==> src/hdl/xor_checked_frame_deframer_assert.svh <==
// ----------------------------------------------------------------------------
// Assertion macros for the XOR-checked frame deframer
// Wraps concurrent assertions so that synthesis sees empty bodies.
// ----------------------------------------------------------------------------
`ifndef XOR_CHECKED_FRAME_DEFRAMER_ASSERT_SVH
`define XOR_CHECKED_FRAME_DEFRAMER_ASSERT_SVH
`ifndef SYNTHESIS
`define XCFD_ASSERT_IMP(lbl, clk, rstn, ante, cons) \
    lbl: assert property (@(posedge clk) disable iff (!(rstn)) (ante) |-> (cons)) \
        else $error("deframer assertion failed");
`define XCFD_ASSERT_NEXT(lbl, clk, rstn, ante, cons) \
    lbl: assert property (@(posedge clk) disable iff (!(rstn)) (ante) |=> (cons)) \
        else $error("deframer assertion failed");
`else
`define XCFD_ASSERT_IMP(lbl, clk, rstn, ante, cons)
`define XCFD_ASSERT_NEXT(lbl, clk, rstn, ante, cons)
`endif
`endif

==> src/hdl/xcfd_pkg.sv <==
// ----------------------------------------------------------------------------
// XOR-checked frame deframer package
// Types and constants shared by the deframer.
// ----------------------------------------------------------------------------
`default_nettype none

package xcfd_pkg;

    localparam int unsigned BYTE_W  = 8;
    localparam int unsigned TDATA_W = 32;
    localparam int unsigned PADDR_W = 3;
    localparam int unsigned PDATA_W = 32;

    localparam logic [BYTE_W-1:0] HEADER_FIRST_RST  = 8'hAA;
    localparam logic [BYTE_W-1:0] HEADER_SECOND_RST = 8'h55;

    // Register index, taken from paddr bit 2.
    localparam logic REG_HEADER_FIRST  = 1'b0;
    localparam logic REG_HEADER_SECOND = 1'b1;

    localparam logic KIND_PAYLOAD = 1'b0;
    localparam logic KIND_END     = 1'b1;

    typedef enum logic [4:0] {
        PH_HDR0 = 5'b00001,
        PH_HDR1 = 5'b00010,
        PH_LEN  = 5'b00100,
        PH_DATA = 5'b01000,
        PH_CSUM = 5'b10000
    } t_phase;

endpackage

`default_nettype wire

==> src/hdl/xor_checked_frame_deframer.sv <==
// ----------------------------------------------------------------------------
// XOR-checked frame deframer
// Hunts for a two-byte header, then a length byte, the payload and an XOR
// checksum, giving out each payload byte and an end marker with a pass flag.
// ----------------------------------------------------------------------------
// Channel   Direction  Handshake               Contents
// s_axis    in         tvalid/tready           rx_byte
// m_axis    out        tvalid/tready           tdata fields, tuser item_kind
// apb       in         psel/penable/pready     header_first, header_second
//
// One byte is taken per cycle while the input register is free or the output
// can advance; a byte is held in the input register and its result is then
// registered into the output register, together with the frame state update.
// Reset is synchronous, restarts the frame hunt and returns both header
// registers to their reset values.
// A stalled output holds the input register; nothing is dropped.
// ----------------------------------------------------------------------------
`default_nettype none

`include "xor_checked_frame_deframer_assert.svh"

module xor_checked_frame_deframer
    import xcfd_pkg::*;
(
    input  wire logic               i_clk,
    input  wire logic               i_rst_n,
    input  wire logic               s_axis_tvalid,
    output logic                    s_axis_tready,
    input  wire logic [BYTE_W-1:0]  s_axis_tdata,   // [7:0] rx_byte
    output logic                    m_axis_tvalid,
    input  wire logic               m_axis_tready,
    // [7:0] payload_byte, [15:8] byte_index, [23:16] frame_length,
    // [24] checksum_ok, [31:25] zero
    output logic [TDATA_W-1:0]      m_axis_tdata,
    output logic                    m_axis_tuser,   // [0] item_kind
    input  wire logic               psel,
    input  wire logic               penable,
    input  wire logic               pwrite,
    input  wire logic [PADDR_W-1:0] paddr,
    input  wire logic [PDATA_W-1:0] pwdata,
    output logic [PDATA_W-1:0]      prdata,
    output logic                    pready
);

    logic              r_in_valid, n_in_valid;
    logic [BYTE_W-1:0] r_in_byte,  n_in_byte;
    logic              r_out_valid, n_out_valid;
    logic              r_out_kind,  n_out_kind;
    logic [BYTE_W-1:0] r_out_data,  n_out_data;
    logic [BYTE_W-1:0] r_out_idx,   n_out_idx;
    logic [BYTE_W-1:0] r_out_len,   n_out_len;
    logic              r_out_ok,    n_out_ok;
    t_phase            r_phase,     n_phase;
    logic [BYTE_W-1:0] r_seen,      n_seen;
    logic [BYTE_W-1:0] r_len,       n_len;
    logic [BYTE_W-1:0] r_xor,       n_xor;
    logic [BYTE_W-1:0] r_hdr_first, n_hdr_first;
    logic [BYTE_W-1:0] r_hdr_second, n_hdr_second;

    logic              adv;
    logic              proc;
    logic              cfg_wr;
    logic [BYTE_W-1:0] seen_inc;
    logic [BYTE_W-1:0] data_xor;

    assign adv           = !r_out_valid || m_axis_tready;
    assign proc          = r_in_valid && adv;
    assign s_axis_tready = !r_in_valid || adv;
    assign cfg_wr        = psel && penable && pwrite && pready;
    assign seen_inc      = r_seen + 8'd1;
    assign data_xor      = r_xor ^ r_in_byte;

    assign pready        = 1'b1;
    assign m_axis_tvalid = r_out_valid;
    assign m_axis_tuser  = r_out_kind;
    assign m_axis_tdata  = {7'd0, r_out_ok, r_out_len, r_out_idx, r_out_data};

    always_comb begin
        n_hdr_first  = r_hdr_first;
        n_hdr_second = r_hdr_second;
        if (cfg_wr) begin
            if (paddr[2] == REG_HEADER_FIRST) begin
                n_hdr_first = pwdata[BYTE_W-1:0];
            end else begin
                n_hdr_second = pwdata[BYTE_W-1:0];
            end
        end
        if (paddr[2] == REG_HEADER_SECOND) begin
            prdata = {24'd0, r_hdr_second};
        end else begin
            prdata = {24'd0, r_hdr_first};
        end
    end

    always_comb begin
        n_in_valid = r_in_valid;
        n_in_byte  = r_in_byte;
        if (s_axis_tvalid && s_axis_tready) begin
            n_in_valid = 1'b1;
            n_in_byte  = s_axis_tdata;
        end else if (proc) begin
            n_in_valid = 1'b0;
        end

        n_out_valid = r_out_valid && !m_axis_tready;
        n_out_kind  = r_out_kind;
        n_out_data  = r_out_data;
        n_out_idx   = r_out_idx;
        n_out_len   = r_out_len;
        n_out_ok    = r_out_ok;
        n_phase     = r_phase;
        n_seen      = r_seen;
        n_len       = r_len;
        n_xor       = r_xor;

        if (proc) begin
            case (r_phase)
                PH_HDR0: begin
                    if (r_in_byte == r_hdr_first) begin
                        n_phase = PH_HDR1;
                    end
                end
                PH_HDR1: begin
                    n_phase = (r_in_byte == r_hdr_second) ? PH_LEN : PH_HDR0;
                end
                PH_LEN: begin
                    n_len   = r_in_byte;
                    n_xor   = r_in_byte;
                    n_seen  = '0;
                    n_phase = (r_in_byte == '0) ? PH_CSUM : PH_DATA;
                end
                PH_DATA: begin
                    n_xor       = data_xor;
                    n_seen      = seen_inc;
                    if (seen_inc == r_len) begin
                        n_phase = PH_CSUM;
                    end
                    n_out_valid = 1'b1;
                    n_out_kind  = KIND_PAYLOAD;
                    n_out_data  = r_in_byte;
                    n_out_idx   = r_seen;
                    n_out_len   = r_len;
                    n_out_ok    = 1'b0;
                end
                PH_CSUM: begin
                    n_phase     = PH_HDR0;
                    n_out_valid = 1'b1;
                    n_out_kind  = KIND_END;
                    n_out_data  = '0;
                    n_out_idx   = '0;
                    n_out_len   = r_len;
                    n_out_ok    = (r_xor == r_in_byte);
                end
                default: begin
                    n_phase = PH_HDR0;
                end
            endcase
        end
    end

    always_ff @(posedge i_clk) begin
        if (!i_rst_n) begin
            r_in_valid   <= 1'b0;
            r_out_valid  <= 1'b0;
            r_phase      <= PH_HDR0;
            r_seen       <= '0;
            r_len        <= '0;
            r_xor        <= '0;
            r_hdr_first  <= HEADER_FIRST_RST;
            r_hdr_second <= HEADER_SECOND_RST;
        end else begin
            r_in_valid   <= n_in_valid;
            r_out_valid  <= n_out_valid;
            r_phase      <= n_phase;
            r_seen       <= n_seen;
            r_len        <= n_len;
            r_xor        <= n_xor;
            r_hdr_first  <= n_hdr_first;
            r_hdr_second <= n_hdr_second;
        end
    end

    always_ff @(posedge i_clk) begin
        r_in_byte  <= n_in_byte;
        r_out_kind <= n_out_kind;
        r_out_data <= n_out_data;
        r_out_idx  <= n_out_idx;
        r_out_len  <= n_out_len;
        r_out_ok   <= n_out_ok;
    end

    `XCFD_ASSERT_IMP(a_end_fields_zero, i_clk, i_rst_n, r_out_valid && (r_out_kind == KIND_END), (r_out_data == '0) && (r_out_idx == '0))
    `XCFD_ASSERT_IMP(a_data_count_below_len, i_clk, i_rst_n, r_phase == PH_DATA, r_seen != r_len)
    `XCFD_ASSERT_IMP(a_no_overwrite_input, i_clk, i_rst_n, s_axis_tvalid && s_axis_tready && r_in_valid, adv)
    `XCFD_ASSERT_NEXT(a_last_byte_to_csum, i_clk, i_rst_n, proc && (r_phase == PH_DATA) && (seen_inc == r_len), r_phase == PH_CSUM)

endmodule

`default_nettype wire

==> config.mk <==
export PLATFORM = sky130hd
export DESIGN_NAME = xor_checked_frame_deframer
export DESIGN_NICKNAME = d
export VERILOG_FILES = /design/src/hdl/xcfd_pkg.sv /design/src/hdl/xor_checked_frame_deframer.sv
export VERILOG_INCLUDE_DIRS = /design/src /design/src/hdl
export SDC_FILE = /design/constraint.sdc
export NUM_CORES = 1
export LEC_CHECK = 0
export ABC_CLOCK_PERIOD_IN_PS = 3670
export BUFFER_PORTS_ARGS = -buffer_cell sky130_fd_sc_hd__buf_2
export CORE_MARGIN = 5
export CORE_UTILIZATION = 52
export DETAILED_ROUTE_END_ITERATION = 16
export GPL_TIMING_DRIVEN = 0
export PLACE_DENSITY = 0.85
export SYNTH_ARGS = -nofsm -noshare
export SYNTH_HDL_FRONTEND = slang
export SYNTH_SLANG_ARGS = --single-unit
==> constraint.sdc <==
create_clock -name i_clk -period 3.67 [get_ports i_clk]
set_clock_uncertainty 0.2 [all_clocks]
set_input_delay 0.367 -clock i_clk [delete_from_list [all_inputs] [get_ports i_clk]]
set_output_delay 0.367 -clock i_clk [all_outputs]
set_load 0.01 [all_outputs]
==> metrics.txt, run 1 <==
pin count of the biggest net entering global routing=28; Ant. Diodes=0; critical path class=reg2reg; Die ar.=9900 µm²; share of cells above drive strength 1=0.225; slew margin rel.=0.439; top_reg_cell synth=dfxtp_1; status=finished clean; buffer levels on the longest clock path=2; area of the multi-input gates=approximately 2000 µm²; async set-reset flop share out of synthesis=0; TritonCTS clock tree=built; Residual DRC=0; GPL Wtd Cong=approximately 0.85; Hold Crit Start=pwdata[0]; final layout net count=593; FP Rows=32; mapped cell area=4160 µm²; dpl cell area=4710 µm²; RSZ-0062 raised after global routing=false; post_cts resized=0; vias=3327; chip height=99.5 µm; final setup fails=0; hold buffer count at CTS=8; Hold Crit Depth=3; R2R depth=4; I/O pin count=~120; DRT antenna net count=0; peak supply drop=between 200 and 250 µV; R2R setup slack=1.11 ns; dominant cells by area after synthesis=edfxtp_1, dfxtp_1, buf_4, xnor2_1, nand2_1; Initial Util=0.536; fill count=656; per-cell routed wire length=13.9 µm; # H-tree levels=3; Crit. End Element=register; FF-to-FF Start=r_phase[4]; CP arrival=about 2.3 ns; Post-synth EDFFs=34; TNS Setup=0 ns; syn avg cell area=9.59 µm²; hpwl dp=6620 µm; total CTS buffers=9; Seq/Total Area, Yosys=0.471; Post-synth top cells=nand2_1, dfxtp_1, edfxtp_1; Total Wirelength=9020 µm; via-per-instance ratio=around 5.1; worst min path class=in2reg; final hold violation count=0; Area Overhead vs Synth=19.4%; Tmin final=2.56 ns; DR iter-0 viols=179; actual slew at the worst max-slew pin=0.840 ns; leading area contributor after synthesis=edfxtp_1; Die Wd=99.5 µm; GRT Total Usage=0.185; Leakage=1.98 nW; Yosys warning count=0; Reg area=1960 µm²; first-pass GRT wire length=14700 µm; Clock Root Buffer=clkbuf_8; Yosys reg bits=between 80 and 90; Syn Inst Count=434; Final Instance Area=4970 µm²; Critical Path Fanout Max=27; Core Region=7770 µm²; Slew Limit Fails=0; GRT overflow=0; initial antenna violation count=0; Power Density=around 350 nW/µm²; Hold Path End=r_hdr_second[0]; vias in the first global route=3118; count leader, synth=nand2_1; Post-CTS Setup Bufs=0; Cell variety after synth=46; Util after Layout=0.640; port bufs=59; DR pass1 iterations=4; post-synth top area share=0.245; Final Cycle Share=0.696; worst r2r dst=r_out_len[1]; Worst Path Required=between 3 and 4 ns; fmax=0.391 GHz; Max-Cap Viols=0; Clock transition at path regs=roughly 0.08 ns; clock latency on the worst-skew pair=0.36 ns; CTS sink cnt=81; critical path startpoint category=register
cell type report:
class	count	share of cell area
sequential	81	0.395
timing repair buffer	67	0.0755
inverter	4	0.00302
clock inverter	5	0.00579
tap	102	0.0257
clock buffer	11	0.0307
multi-input combinational	320	0.394
buffer	59	0.0705
power by group:
part	leakage [nW]	switching, mW	internal (mW)
sequential	0.654	0.00727	0.947
clock	0.0980	0.317	0.283
combinational	1.23	0.0890	0.0805
worst max-delay path, stage by stage (launching register included):
cell	delay, ns
dfxtp_1	0.39
nor4_2	0.44
nand2_1	0.13
clkbuf_1	0.28
a21oi_4	0.75
through the flow:
stage / total power, mW / std cells / setup slack, ns / hold slack, ns
floorplan: 1.09 / 464 / 0.658 / 0.235
finish: 1.72 / 649 / 1.11 / 0.0228
CTS: 1.73 / 649 / 1.12 / 0.0150
global placement: 1.13 / 625 / -0.107 / 0.276
detailed placement: 1.14 / 625 / 1.13 / 0.283
global route: 1.79 / 649 / 0.918 / 0.0313
layer usage:
metal | GRT usage | vias up | part of all wire
li1 | - | 1649 | -
met1 | 0.229 | 1540 | 0.42
met2 | 0.313 | 122 | 0.49
met3 | 0.0414 | 16 | 0.066
met4 | 0.0746 | 0 | 0.022
met5 | 0 | - | 0
how the worst max path moves through the flow:
stage	slack [ns]	from	to	cells after the start
floorplan	0.66	r_phase[4]	m_axis_tuser	4
global placement	-0.11	r_phase[4]	r_out_len[2]	4
detailed placement	1.13	r_phase[4]	r_out_len[1]	4
CTS	1.12	r_phase[4]	r_out_ok	4
global route	0.92	r_phase[4]	r_out_len[1]	4
finish	1.11	r_phase[4]	r_out_len[1]	4
placed cells by master, fill, tap and decap left out, types with 18 or more instances in the layout:
master and n:
buf_4 33, edfxtp_1 34, nor2b_1 18, clkbuf_1 23, a21boi_0 23, nor2_1 21
buf_2 63, conb_1 32, nand2_1 53, and2_1 21, xnor2_1 26, dfxtp_1 47
logic make-up after synthesis:
logic type,Yosys count,share of synthesized area
adders and majority gates,1,0.00300
buffers and inverters,63,0.0877
DFF,81,0.471
AOI/OAI and AO/OA,69,0.112
xor gates and xnor gates,32,0.0706
muxes,16,0.0409
and+or+nand+nor,170,0.212
other,2,0.00180
sequential cells by signal, indices dropped and copies added (netlist names):
name,count
r_out_ok,1
r_out_idx,8
m_axis_tuser,1
r_out_len,8
r_seen,8
r_len,8
m_axis_tvalid,1
r_hdr_first,8
r_in_valid,1
r_phase,5
r_hdr_second,8
r_xor,8
r_out_data,8
r_in_byte,8
(Power assumes the default switching activity.)
==> run 2, diff against run 1 <==
ABC_CLOCK_PERIOD_IN_PS = 2660   (was 3670)
clock period = 2.66 ns   (was 3.67 ns; I/O delays follow)
==> metrics.txt, run 2 (synthesized netlist as in run 1, its figures left out) <==
final setup fails=0; Core Region=7770 µm²; Clock transition at path regs=0.08 ns; first-pass GRT wire length=15700 µm; Ant. Diodes=0; Hold Crit Depth=3; Initial Util=0.536; R2R setup slack=0.13 ns; CP arrival=around 2.3 ns; share of cells above drive strength 1=0.221; final layout net count=603; fmax=0.395 GHz; critical path startpoint category=register; Die ar.=between 9000 and 10000 µm²; DRT antenna net count=0; Final Cycle Share=0.951; M1 wire length=3860 µm; Non-Filler Instances=659; initial antenna violation count=0; I/O pin count=118; dpl cells=625; clock latency on the worst-skew pair=0.35 ns; overall power=2.53 mW; dpl cell area=4700 µm²; most frequent cells in the layout=buf_2, nand2_1, dfxtp_1; final hold violation count=0; RSZ-0062 raised after global routing=false; Critical Path Sink=r_out_len[5]; vias=3427; slew margin rel.=0.510; top layer in use=met4; Die Wd=99.5 µm; worst min path class=in2reg; chip height=99.5 µm; Critical Path Fanout Max=13; # H-tree levels=3; Power Density=495 nW/µm²; buffer levels on the longest clock path=2; status=finished clean; GRT Total Usage=0.196; FF-to-FF Start=r_phase[4]; per-cell routed wire length=14.4 µm; pin count of the biggest net entering global routing=28; Slew Limit Fails=0; GPL Wtd Cong=around 0.85; peak supply drop=331 µV; worst r2r dst=r_out_len[5]; met3 WL post-DR=771 µm; Max-Cap Viols=0; Leakage=~2 nW; Total Wirelength=9520 µm; critical path class=reg2reg; Clock Root Buffer=clkbuf_8; Area Overhead vs Synth=22.5%; FP Rows=32; CTS sink cnt=81; hpwl dp=6610 µm; total CTS buffers=9; TritonCTS clock tree=built; actual slew at the worst max-slew pin=between 0.7 and 0.8 ns; worst hold margin=0.0739 ns; Tmin final=2.53 ns; Final Instance Area=5100 µm²; port bufs=59; DR pass1 iterations=5; R2R depth=4; leading cell type in the layout, fill and taps excluded=buf_2; GRT overflow=0; via-per-instance ratio=between 5 and 6; Residual DRC=0; vias in the first global route=3339; metal2 WL=4660 µm; Crit. End Element=register; Worst Path Required=roughly 2.5 ns; Worst Setup SP=r_phase[4]; DR iter-0 viols=226
-- run 2: cell types whose count changed in the layout (fill, tap and decap cells not counted), sizes merged --
| cell | delta |
|---|---|
| a21oi | +1 |
| clkbuf | -1 |
| bufinv | +2 |
| clkinv | -1 |
| dlygate4sd3 | +9 |
-- run 2: what timing repair did --
action / 4_1_cts / 5_1_grt
setup endpoints to repair: 27 / 26
cloned: 0 / 1
resized for setup: 1 / 0
hold buffers: 17 / 0
hold endpoints to repair: 25 / 0
pin swaps: 0 / 1
buffers inserted: 0 / 0
-- run 2: area by class of cell --
| cell class | instances | area, µm² |
|---|---|---|
| sequential | 81 | 1960 |
| clock buffer | 10 | 128 |
| tap | 102 | 128 |
| fill | 622 | 2670 |
| timing repair buffer | 76 | 465 |
| buffer | 59 | 350 |
| clock inverter | 6 | 82.6 |
| inverter | 4 | 15.0 |
| multi-input combinational | 321 | 1970 |
-- run 2: power breakdown --
| group | total [mW] | switching (mW) | internal (mW) |
|---|---|---|---|
| Combinational | 0.247 | 0.127 | 0.120 |
| Clock | 0.962 | 0.438 | 0.524 |
| Sequential | 1.32 | 0.0105 | 1.31 |
-- run 2: per-stage QoR --
step / utilization / TNS, ns / setup WS (ns)
CTS: 0.655 / 0 / 0.0869
finish: 0.657 / 0 / 0.130
floorplan: - / 0 / 0.235
global route: 0.657 / 0 / 0.0117
detailed placement: 0.606 / -7.40 / -0.280
global placement: 0.606 / -5.78 / -0.221
-- run 2: worst min-delay path by stage --
stage / slack (ns) / to / startpoint
floorplan: 0.16 / r_in_byte[0] / s_axis_tdata[0]
global route: 0.11 / m_axis_tvalid / m_axis_tready
global placement: 0.25 / r_in_byte[0] / s_axis_tdata[0]
detailed placement: 0.25 / r_in_byte[3] / s_axis_tdata[3]
finish: 0.07 / m_axis_tvalid / m_axis_tready
CTS: 0.07 / m_axis_tvalid / m_axis_tready
-- run 2: critical path, stage by stage, from the launching register on --
cell      delay, ns
dfxtp_1        0.38
nor4_2         0.42
nand2_1        0.13
clkbuf_1       0.34
a21oi_2        0.70
-- run 2: per-layer routing --
metal	global-route usage	vias up
met2	0.342	165
met4	0.0714	0
met1	0.243	1569
met3	0.0330	22
met5	0	-
li1	-	1671
